<file path="config.mk">
export PLATFORM = sky130hd
export DESIGN_NAME = shear_velocity_depth_interpolator
export DESIGN_NICKNAME = d
export VERILOG_FILES = /design/src/rtl/svdi_pkg.sv /design/src/rtl/shear_velocity_depth_interpolator.sv
export SDC_FILE = /design/constraint.sdc
export NUM_CORES = 2
export LEC_CHECK = 0
export ABC_AREA = 0
export BUFFER_PORTS_ARGS = -buffer_cell sky130_fd_sc_hd__clkbuf_2
export CAP_MARGIN = 40
export CORE_UTILIZATION = 48
export CTS_BUF_LIST = sky130_fd_sc_hd__clkbuf_4 sky130_fd_sc_hd__clkbuf_8
export CTS_CLUSTER_DIAMETER = 60
export DETAILED_ROUTE_END_ITERATION = 8
export PLACE_DENSITY = 0.62
export SLEW_MARGIN = 20
export SYNTH_ARGS = -nofsm -noshare
export SYNTH_HDL_FRONTEND = slang
export SYNTH_SLANG_ARGS = --single-unit
export TNS_END_PERCENT = 50
</file>
<file path="constraint.sdc">
create_clock -name clk_i -period 9.4 [get_ports clk_i]
set_input_delay 1.88 -clock clk_i [delete_from_list [all_inputs] [get_ports clk_i]]
set_output_delay 1.88 -clock clk_i [all_outputs]
set_load 0.1 [all_outputs]
</file>
<file path="src/rtl/svdi_pkg.sv">
`timescale 1ns / 1ps

package svdi_pkg;

  localparam int STORED_POINTS = 41;

  localparam int DEPTH_W     = 23;  // input depth in metres
  localparam int VEL_W       = 20;  // velocity in 1e-5 km/s
  localparam int BP_W        = 22;  // breakpoint depth, up to 2891000 m
  localparam int OFF_W       = 17;  // offset inside a segment, spans are at most 100000 m
  localparam int DV_W        = 17;  // velocity step magnitude of a segment
  localparam int SLOPE_W     = 18;  // scaled slope, floor(dv * 2^SLOPE_SHIFT / span)
  localparam int SLOPE_SHIFT = 17;  // 2^17 > largest offset, so the estimate is off by at most one

  localparam int PROD_W = OFF_W + DV_W + 1;  // off * |dv| and qe * span
  localparam int QE_W   = SLOPE_W;
  localparam int SUM_W  = VEL_W + 2;

  typedef logic [BP_W-1:0]  bp_depth_t;
  typedef logic [VEL_W-1:0] vel_t;

  localparam bp_depth_t BP_DEPTH [STORED_POINTS] = '{
    22'd0,       22'd80000,   22'd115000,  22'd150000,  22'd185000,
    22'd220000,  22'd265000,  22'd310000,  22'd355000,  22'd410000,
    22'd450000,  22'd500000,  22'd550000,  22'd600000,  22'd635000,
    22'd660000,  22'd721000,  22'd771000,  22'd871000,  22'd971000,
    22'd1071000, 22'd1171000, 22'd1271000, 22'd1371000, 22'd1471000,
    22'd1571000, 22'd1671000, 22'd1771000, 22'd1871000, 22'd1971000,
    22'd2071000, 22'd2171000, 22'd2271000, 22'd2371000, 22'd2471000,
    22'd2571000, 22'd2671000, 22'd2741000, 22'd2771000, 22'd2871000,
    22'd2891000
  };

  localparam vel_t BP_VEL [STORED_POINTS] = '{
    20'd320000, 20'd447822, 20'd446909, 20'd445450, 20'd445468,
    20'd458160, 20'd468261, 20'd471424, 20'd474045, 20'd493808,
    20'd507616, 20'd522083, 20'd536300, 20'd550537, 20'd553107,
    20'd582747, 20'd608097, 20'd622689, 20'd629768, 20'd636628,
    20'd643242, 20'd649394, 20'd655343, 20'd661127, 20'd666472,
    20'd671700, 20'd676617, 20'd681436, 20'd686212, 20'd691058,
    20'd695355, 20'd699987, 20'd704128, 20'd708397, 20'd713106,
    20'd717435, 20'd721547, 20'd724654, 20'd724634, 20'd724546,
    20'd724526
  };

endpackage

</file>
<file path="src/rtl/shear_velocity_depth_interpolator.sv">
`timescale 1ns / 1ps

// Piecewise linear shear velocity versus depth. Each request carries a depth in metres
// and returns one velocity in units of 1e-5 km/s, interpolated between the two table
// breakpoints that bracket the depth and rounded toward the lower breakpoint's velocity;
// a depth at or past the last breakpoint in use returns that breakpoint's velocity with
// beyond_table set. TABLE_POINTS selects how many leading breakpoints are used (2 to 41).
// The block takes one request per clock while in_stall_o is low, through a five-stage
// pipeline: breakpoint compares, segment lookup, slope and product multiplies, remainder
// multiply, and a final correct-and-add. A stall on the output holds the pipeline in
// place; bubbles close up so the input keeps flowing while slots are free.
module shear_velocity_depth_interpolator #(
  parameter int TABLE_POINTS = 41
) (
  input  logic        clk_i,
  input  logic        rst_ni,
  input  logic        in_valid_i,
  output logic        in_stall_o,
  input  logic [22:0] depth_m_i,
  output logic        out_valid_o,
  input  logic        out_stall_i,
  output logic [19:0] velocity_o,
  output logic        beyond_table_o
);

  localparam int NPTS  = (TABLE_POINTS > svdi_pkg::STORED_POINTS) ? svdi_pkg::STORED_POINTS :
                         ((TABLE_POINTS < 2) ? 2 : TABLE_POINTS);
  localparam int NSEG  = NPTS - 1;
  localparam int SEG_W = (NSEG > 1) ? $clog2(NSEG) : 1;

  localparam int OFF_W  = svdi_pkg::OFF_W;
  localparam int DV_W   = svdi_pkg::DV_W;
  localparam int SL_W   = svdi_pkg::SLOPE_W;
  localparam int PROD_W = svdi_pkg::PROD_W;
  localparam int QE_W   = svdi_pkg::QE_W;
  localparam int SUM_W  = svdi_pkg::SUM_W;
  localparam int VEL_W  = svdi_pkg::VEL_W;
  localparam int DEP_W  = svdi_pkg::DEPTH_W;

  localparam svdi_pkg::vel_t LAST_VEL = svdi_pkg::BP_VEL[NPTS-1];

  // per-segment constants, worked out at elaboration
  svdi_pkg::bp_depth_t seg_depth [NSEG];
  svdi_pkg::vel_t      seg_vel   [NSEG];
  logic [OFF_W-1:0]    seg_span  [NSEG];
  logic [DV_W-1:0]     seg_dvm   [NSEG];
  logic                seg_neg   [NSEG];
  logic [SL_W-1:0]     seg_slope [NSEG];

  for (genvar g = 0; g < NSEG; g++) begin : g_seg
    localparam logic [63:0] D_LO  = 64'(svdi_pkg::BP_DEPTH[g]);
    localparam logic [63:0] D_HI  = 64'(svdi_pkg::BP_DEPTH[g+1]);
    localparam logic [63:0] V_LO  = 64'(svdi_pkg::BP_VEL[g]);
    localparam logic [63:0] V_HI  = 64'(svdi_pkg::BP_VEL[g+1]);
    localparam logic [63:0] SPAN  = D_HI - D_LO;
    localparam logic        NEG   = (V_HI < V_LO);
    localparam logic [63:0] DVM   = NEG ? (V_LO - V_HI) : (V_HI - V_LO);
    localparam logic [63:0] SLOPE = (DVM << svdi_pkg::SLOPE_SHIFT) / SPAN;
    assign seg_depth[g] = svdi_pkg::BP_DEPTH[g];
    assign seg_vel[g]   = svdi_pkg::BP_VEL[g];
    assign seg_span[g]  = SPAN[OFF_W-1:0];
    assign seg_dvm[g]   = DVM[DV_W-1:0];
    assign seg_neg[g]   = NEG;
    assign seg_slope[g] = SLOPE[SL_W-1:0];
  end

  // pipeline advance, back to front
  logic s1_v_q, s2_v_q, s3_v_q, s4_v_q, out_v_q;
  logic adv_s1, adv_s2, adv_s3, adv_s4, adv_out;

  assign adv_out    = !out_v_q || !out_stall_i;
  assign adv_s4     = !s4_v_q || adv_out;
  assign adv_s3     = !s3_v_q || adv_s4;
  assign adv_s2     = !s2_v_q || adv_s3;
  assign adv_s1     = !s1_v_q || adv_s2;
  assign in_stall_o = !adv_s1;

  always_ff @(posedge clk_i or negedge rst_ni) begin
    if (!rst_ni) begin
      s1_v_q  <= 1'b0;
      s2_v_q  <= 1'b0;
      s3_v_q  <= 1'b0;
      s4_v_q  <= 1'b0;
      out_v_q <= 1'b0;
    end else begin
      if (adv_s1) begin
        s1_v_q <= in_valid_i;
      end
      if (adv_s2) begin
        s2_v_q <= s1_v_q;
      end
      if (adv_s3) begin
        s3_v_q <= s2_v_q;
      end
      if (adv_s4) begin
        s4_v_q <= s3_v_q;
      end
      if (adv_out) begin
        out_v_q <= s4_v_q;
      end
    end
  end

  // stage 1: compare against every breakpoint in use past the first
  logic [DEP_W-1:0] s1_depth_q;
  logic [NPTS-1:1]  s1_ge_q, s1_ge_d;

  always_comb begin
    for (int i = 1; i < NPTS; i++) begin
      s1_ge_d[i] = (depth_m_i >= DEP_W'(svdi_pkg::BP_DEPTH[i]));
    end
  end

  always_ff @(posedge clk_i) begin
    if (adv_s1 && in_valid_i) begin
      s1_depth_q <= depth_m_i;
      s1_ge_q    <= s1_ge_d;
    end
  end

  // stage 2: pick the segment and look up its constants
  logic [SEG_W-1:0]    s2_seg;
  logic [DEP_W-1:0]    s2_off_full;
  logic [OFF_W-1:0]    s2_off_q;
  logic [DV_W-1:0]     s2_dvm_q;
  logic                s2_neg_q;
  logic [SL_W-1:0]     s2_slope_q;
  logic [OFF_W-1:0]    s2_span_q;
  svdi_pkg::vel_t      s2_vlo_q;
  logic                s2_beyond_q;

  always_comb begin
    s2_seg = '0;
    // thermometer edge: last breakpoint at or below the depth
    for (int g = 1; g < NSEG; g++) begin
      if (s1_ge_q[g] && !s1_ge_q[g+1]) begin
        s2_seg = SEG_W'(g);
      end
    end
  end

  assign s2_off_full = s1_depth_q - DEP_W'(seg_depth[s2_seg]);

  always_ff @(posedge clk_i) begin
    if (adv_s2 && s1_v_q) begin
      s2_off_q    <= s2_off_full[OFF_W-1:0];
      s2_dvm_q    <= seg_dvm[s2_seg];
      s2_neg_q    <= seg_neg[s2_seg];
      s2_slope_q  <= seg_slope[s2_seg];
      s2_span_q   <= seg_span[s2_seg];
      s2_vlo_q    <= seg_vel[s2_seg];
      s2_beyond_q <= s1_ge_q[NPTS-1];
    end
  end

  // stage 3: exact product and quotient estimate from the scaled slope
  logic [OFF_W+SL_W-1:0] s3_est_full;
  logic [PROD_W-1:0]     s3_prod_q;
  logic [QE_W-1:0]       s3_qe_q;
  logic [OFF_W-1:0]      s3_span_q;
  logic                  s3_neg_q;
  svdi_pkg::vel_t        s3_vlo_q;
  logic                  s3_beyond_q;

  assign s3_est_full = (OFF_W+SL_W)'(s2_off_q) * (OFF_W+SL_W)'(s2_slope_q);

  always_ff @(posedge clk_i) begin
    if (adv_s3 && s2_v_q) begin
      s3_prod_q   <= PROD_W'(s2_off_q) * PROD_W'(s2_dvm_q);
      s3_qe_q     <= QE_W'(s3_est_full >> svdi_pkg::SLOPE_SHIFT);
      s3_span_q   <= s2_span_q;
      s3_neg_q    <= s2_neg_q;
      s3_vlo_q    <= s2_vlo_q;
      s3_beyond_q <= s2_beyond_q;
    end
  end

  // stage 4: back-multiply the estimate for the remainder
  logic [PROD_W-1:0] s4_prod_q;
  logic [PROD_W-1:0] s4_back_q;
  logic [QE_W-1:0]   s4_qe_q;
  logic [OFF_W-1:0]  s4_span_q;
  logic              s4_neg_q;
  svdi_pkg::vel_t    s4_vlo_q;
  logic              s4_beyond_q;

  always_ff @(posedge clk_i) begin
    if (adv_s4 && s3_v_q) begin
      s4_prod_q   <= s3_prod_q;
      s4_back_q   <= PROD_W'(s3_qe_q) * PROD_W'(s3_span_q);
      s4_qe_q     <= s3_qe_q;
      s4_span_q   <= s3_span_q;
      s4_neg_q    <= s3_neg_q;
      s4_vlo_q    <= s3_vlo_q;
      s4_beyond_q <= s3_beyond_q;
    end
  end

  // stage 5: the estimate is low by at most one, fix it and add to the base
  logic [PROD_W-1:0]       out_rem;
  logic [QE_W-1:0]         out_quot;
  logic signed [SUM_W-1:0] out_sum;
  svdi_pkg::vel_t          out_vel_d;
  svdi_pkg::vel_t          out_vel_q;
  logic                    out_beyond_q;

  always_comb begin
    out_rem  = s4_prod_q - s4_back_q;
    out_quot = s4_qe_q + QE_W'(out_rem >= PROD_W'(s4_span_q));
    if (s4_neg_q) begin
      out_sum = $signed(SUM_W'(s4_vlo_q)) - $signed(SUM_W'(out_quot));
    end else begin
      out_sum = $signed(SUM_W'(s4_vlo_q)) + $signed(SUM_W'(out_quot));
    end
    if (s4_beyond_q) begin
      out_vel_d = LAST_VEL;
    end else if (out_sum < 0) begin
      out_vel_d = '0;
    end else if (out_sum > $signed(SUM_W'({VEL_W{1'b1}}))) begin
      out_vel_d = '1;
    end else begin
      out_vel_d = out_sum[VEL_W-1:0];
    end
  end

  always_ff @(posedge clk_i) begin
    if (adv_out && s4_v_q) begin
      out_vel_q    <= out_vel_d;
      out_beyond_q <= s4_beyond_q;
    end
  end

  assign out_valid_o    = out_v_q;
  assign velocity_o     = out_vel_q;
  assign beyond_table_o = out_beyond_q;

endmodule
</file>
* Word-level counts from Yosys, hierarchy flattened
Memories as Yosys holds them, arrays and structs flattened. A register that Yosys moved wholly into a read port is not among the register bits. Index checks and enable logic that the tools add are counted.
Storage, ports and cells: register bits after elaboration 318, memory bits (read-only) 6080, input port bits 27, output and inout bits 23, word-level logic and storage cells 224, memories 6
Cells by class: add/sub/neg operators 5, multipliers 3, magnitude comparators 44, muxes and demuxes 44, bitwise logic cells 1, reduce and logical (&&, ||, !) cells 96
Memory list:
- (name not given) | depth 64, width 22, read ports 1, clocked after Yosys merged registers in 0, wr ports 0, RTL line shear_velocity_depth_interpolator.sv:142 | assign s2_off_full = s1_depth_q - DEP_W'(seg_depth[s2_seg]);
- (name not given) | depth 64, width 20, read ports 1, clocked after Yosys merged registers in 1, wr ports 0, RTL line shear_velocity_depth_interpolator.sv:151 | s2_vlo_q <= seg_vel[s2_seg];
- (name not given) | depth 64, width 18, read ports 1, clocked after Yosys merged registers in 1, wr ports 0, RTL line shear_velocity_depth_interpolator.sv:149 | s2_slope_q <= seg_slope[s2_seg];
- (name not given) | depth 64, width 17, read ports 1, clocked after Yosys merged registers in 1, wr ports 0, RTL line shear_velocity_depth_interpolator.sv:150 | s2_span_q <= seg_span[s2_seg];
- (name not given) | depth 64, width 17, read ports 1, clocked after Yosys merged registers in 1, wr ports 0, RTL line shear_velocity_depth_interpolator.sv:147 | s2_dvm_q <= seg_dvm[s2_seg];
- (name not given) | depth 64, width 1, read ports 1, clocked after Yosys merged registers in 1, wr ports 0, RTL line shear_velocity_depth_interpolator.sv:148 | s2_neg_q <= seg_neg[s2_seg];
Operators by type and width (number):
- $ge A23 B21 Y1 const B | 11
- $ge A23 B22 Y1 const B | 10
- $mux W6 | 38
- $ge A23 B20 Y1 const B | 8
- $ge A23 B19 Y1 const B | 6
- $ge A23 B18 Y1 const B | 3
- $ge A23 B17 Y1 const B | 2
- $logic_not A1 Y1 | 46
- $logic_and A1 B1 Y1 | 44
- $mux W20 | 2
- $ge A35 B17 Y1 | 1
- $mul A17 B18 Y35 | 1
- $mul A18 B17 Y35 | 1
- $sub A34 B35 Y35 | 1
- $mul A17 B17 Y34 | 1
- $mux W17 | 2
- $gt A22 B21 Y1 const B | 1
- $lt A22 B1 Y1 const B | 1
- $mux W22 | 1
- $add A20 B18 Y21 | 1
- $sub A20 B18 Y21 | 1
- $add A18 B1 Y18 | 1
- $sub A17 B17 Y17 | 1
- $ge A7 B7 Y1 const B | 1
- 4 further kinds | 8

* Depth between registers and ports, before layout
depth in word-level cells 46, gate-level depth with buffers 42, depth with buffers taken out 41

* Worst setup path before layout
Ideal clock, no wire load.
path type input to register, start input port out_stall_i, end register s4_back_q[10], enable pin, library setup time 0.614 ns, data arrival time 7.407 ns, data required time 8.786 ns, path slack 1.379 ns, cell stages on the path 2, buffers on the path 0, path through and3_1 nor2b_1
On the way: cells in the longest elaborated chain, start to end 4
Ends and longest elaborated chain:
- start: declaration | RTL line shear_velocity_depth_interpolator.sv:21 | input logic out_stall_i,
- $logic_not A1 Y1 | RTL line shear_velocity_depth_interpolator.sv:71 | assign adv_out = !out_v_q || !out_stall_i;
- $logic_or A1 B1 Y1 | RTL line shear_velocity_depth_interpolator.sv:71
- $logic_or A1 B1 Y1 | RTL line shear_velocity_depth_interpolator.sv:72 | assign adv_s4 = !s4_v_q || adv_out;
- $logic_and A1 B1 Y1 | RTL line shear_velocity_depth_interpolator.sv:188 | if (adv_s4 && s3_v_q) begin
- end signal: assignment | RTL line shear_velocity_depth_interpolator.sv:190 | s4_back_q <= PROD_W'(s3_qe_q) * PROD_W'(s3_span_q);
- end: declaration | RTL line shear_velocity_depth_interpolator.sv:180 | logic [PROD_W-1:0] s4_back_q;
No other way between the ends. A chain may end at the register's enable or synchronous reset.

* Final worst setup path
start register s4_prod_q[3], end register out_vel_q[0], in the netlist velocity_o[0] (data pin)
On the way: cells in the longest elaborated chain, start to end 7, elaborated cells between the ends (all ways) 10, classes of those cells add/sub (4); order compare (3); mux (2); reduce/logical (1)
Ends and longest elaborated chain:
- start: declaration | RTL line shear_velocity_depth_interpolator.sv:179 | logic [PROD_W-1:0] s4_prod_q;
- start signal: assignment | RTL line shear_velocity_depth_interpolator.sv:189 | s4_prod_q <= s3_prod_q;
- $sub A34 B35 Y35 * | RTL line shear_velocity_depth_interpolator.sv:208 | out_rem = s4_prod_q - s4_back_q;
- $ge A35 B17 Y1 * | RTL line shear_velocity_depth_interpolator.sv:209 | out_quot = s4_qe_q + QE_W'(out_rem >= PROD_W'(s4_span_q));
- $add A18 B1 Y18 * | RTL line shear_velocity_depth_interpolator.sv:209
- $add A20 B18 Y21 or $sub A20 B18 Y21 (tied branches) | RTL line shear_velocity_depth_interpolator.sv:213, shear_velocity_depth_interpolator.sv:211
- $mux W22 * | RTL line shear_velocity_depth_interpolator.sv:210 | if (s4_neg_q) begin
- $gt A22 B21 Y1 or $lt A22 B1 Y1 (tied branches) | RTL line shear_velocity_depth_interpolator.sv:219, shear_velocity_depth_interpolator.sv:217
- $mux W20 or $reduce_or A2 Y1 (tied branches)
- end signal: assignment | RTL line shear_velocity_depth_interpolator.sv:228 | out_vel_q <= out_vel_d;
- end: declaration | RTL line shear_velocity_depth_interpolator.sv:204 | svdi_pkg::vel_t out_vel_q;
Every way passes the cells marked *; elsewhere a longest branch is shown, timed or not.

==> impl_metrics.yaml <==
final_layout:
  final_cell_area_um2: 51800
  area_delta_synth_final_pct: 6.95
  finalNonFillerCells: 6471
  layout-drive-gt1-share_pct: 5.86
  finalNetCount: 6251
  multi_input_area_um2: 33200
  nFillCells: 9220
  ff_latch_area_um2: 11300
floorplanning:
  fp.dieArea_um2: 102000
  pin_count: 50
  die_h_um: 320
  core.rowCount: 116
  dieWidth_um: 320
  coreArea_um2: 100000
  start_util_pct: 48.4
global_routing:
  track_usage_pct: 26.8
  grt_pass1_wl_um: 214000
  grt_max_degree: 64
  grt_antenna_before_repair: 7
  grt_overflow: 0
  grt_pass1_vias: 37300
clocking:
  clk_latency_ns: 0.69
  cts_buffers: 72
  clk_path_buf_depth: 3
  cts.sinks: 378
  postCtsSetupBuffers: 0
  htree_levels: 3
  clkTransAtPathRegs_ns: 0.06
  cts_tree: "built"
  cts-root-buf: "clkbuf_8"
  cts_hold_buffers: 0
  ctsResizeCount: 0
critical_path:
  critical-path-slowest-cell: "nor3_2"
  cpMostUsedCell: "a21oi_1"
  path_max_fanout: 10
  critical_path_class: "reg -> reg"
  worstPathArrival_ns: 9.07
  timing.rr.start: "s4_prod_q[3]"
  cp-end-kind: "flop"
  cp.required_ns: 9.81
  timing.rr.end: "velocity_o[0]"
  critPathMaxStageDelay_ns: 0.52
  start_kind: "flop"
  ff2ff_path_depth: 39
  rrSetupSlack_ns: 0.74
synth:
  ys_warn_count: 0
  yosysMostFrequentCell: "inv_1"
  synthFlopType: "edfxtp_1"
  synth-seq-cells: 378
  yosys.area.top_type: "fa_1"
  synth_top_area_share_pct: 27.0
  syn-cell-area_um2: 48500
  synth_edf_count: 373
  syn-num-nets: 6289
  ys_seq_area_share_pct: 23.4
  syn_inst: 5154
  async_flop_share_pct: 1.32
  ys_top_cells_by_area: "fa_1 (27%), edfxtp_1 (23%), ha_1 (12%)"
  syn-mean-instance-area_um2: 9.41
  synth.cells.most_frequent: "inv_1 (788), nand2_1 (725), fa_1 (654)"
  ys_types: 98
sta:
  fmax_ghz: 0.115
  fin_crit_sh_pct: 92.2
  setup_ws_ns: 0.737
  finalSetupViolations: 0
  tightest_slew_ns: 0.923
  finalCriticalPeriod_ns: 8.66
  rsz0062_at_grt: "no"
  setup_tns_ns: 0
  skew_ns: 0.0362
  slew_violations: 0
  hold_violations: 0
  maxSlewHeadroom_pct: 38.4
detailed_routing:
  route.vias.total: 36800
  wire_per_inst_um: 20.6
  firstDrtPassIters: 7
  drtIter0Drc: 3434
  wl_um: 134000
  drc: 0
  viasPerCell: 5.68
  ant_nets: 0
outcome:
  status: "complete, no violations"
min_path:
  holdPathStages: 0
  hp-start: "s3_vlo_q[17]"
  hold_path_class: "reg -> reg"
  whs_endpoint: "s4_vlo_q[17]"
placed_design:
  io_buffers: 49
  dp_hpwl_um: 100000
  dpl_worst_slack_ns: 0.752
  placed_area_um2: 50100
  placed_cells: 6330
  gp_congestion: 1.00
job:
  drv_cap: 0
-- worst max path at each step --
stage,start,endpoint,depth (start not counted)
final,s4_prod_q[3],velocity_o[0],39
after global routing,s4_back_q[3],velocity_o[0],36
after CTS,s4_prod_q[3],velocity_o[4],39
after detailed placement,s4_prod_q[3],velocity_o[4],37
after global placement,s4_prod_q[3],velocity_o[4],39
after floorplan,out_stall_i,s4_back_q[10],2
-- sequential cells by signal (all words and copies together), names as in the netlist, 16 cells and up --
signal	cells
s1_ge_q	40
s3_prod_q	34
s4_prod_q	34
s4_back_q	32
s2_vlo_q	20
s3_vlo_q	20
s4_vlo_q	20
velocity_o	20
s2_slope_q	18
s3_qe_q	18
s4_qe_q	18
s1_depth_q	17
s2_off_q	17
s2_dvm_q	16
-- routing by layer --
metal  wire length [um]  track usage, %
met1              60400            38.3
met2              59300            41.8
met3               9840            4.43
met4               4010            8.26
met5                 49               0
-- placed cells by master, fill, tap and decap left out, types with 9 or more instances in the layout --
master,instances
or3_1,15
nand2b_1,64
o221ai_1,11
ha_1,454
edfxtp_1,373
clkinv_1,13
o22ai_1,17
nor4_1,19
nor3b_1,10
inv_1,788
o21ai_0,190
nand3_1,70
xnor2_1,100
nor3_1,61
buf_8,10
o211ai_1,18
buf_4,69
clkbuf_8,75
clkbuf_4,15
o21ai_1,33
fa_1,654
a211oi_1,35
nand2_1,724
a211o_1,12
o21a_1,33
nand3b_1,10
and2_1,320
nor2_1,222
and3_1,31
o31ai_1,18
nor2b_1,29
o21bai_1,18
a31oi_1,28
xor2_1,31
clkbuf_2,49
a21oi_1,247
or2_2,9
nand4_1,22
a21o_1,59
o2111ai_1,9
-- kinds of logic (layout without fill, tap and decap cells) --
family,count (synthesis),count (layout),synth area share (%)
buffers and inverters,1043,1060,8.17
and+or+nand+nor,1646,1646,16.2
adders and majority gates,1108,1108,38.7
AOI/OAI and AO/OA,840,840,11.0
DFF,378,378,23.4
muxes,7,7,0.147
xor gates and xnor gates,132,132,2.42
other,0,2,0
-- cell type report --
cell class                 instances  area share (%)
clock buffer                      90            2.21
tap                             1298            3.13
multi-input combinational       3733            64.1
inverter                         791            5.73
clock inverter                    39           0.823
timing repair buffer             140            2.14
antenna                            2         0.00965
sequential                       378            21.8
-- worst max-delay path: cells and delay by family (launching register included) --
| kind | cells | cell delay (ns) |
|---|---|---|
| flip-flops | 1 | 0.36 |
| AND/OR/NAND/NOR | 14 | 2.79 |
| buffers and inverters | 1 | 0.07 |
| AO/OA/AOI/OAI | 17 | 3.38 |
| adder cells (fa/ha/maj) | 5 | 1.46 |
| XOR/XNOR | 2 | 0.28 |
-- stage by stage --
| stage | hold WS, ns | util [%] |
|---|---|---|
| after floorplan | 0.400 | - |
| final | 0.390 | 51.8 |
| after detailed placement | 0.405 | 50.1 |
| after CTS | 0.401 | 51.6 |
| after global routing | 0.411 | 51.8 |
| after global placement | 0.401 | 49.9 |
Power is not shown: default switching activity piles up to over one toggle a cycle in this logic, so the estimate is an artifact.
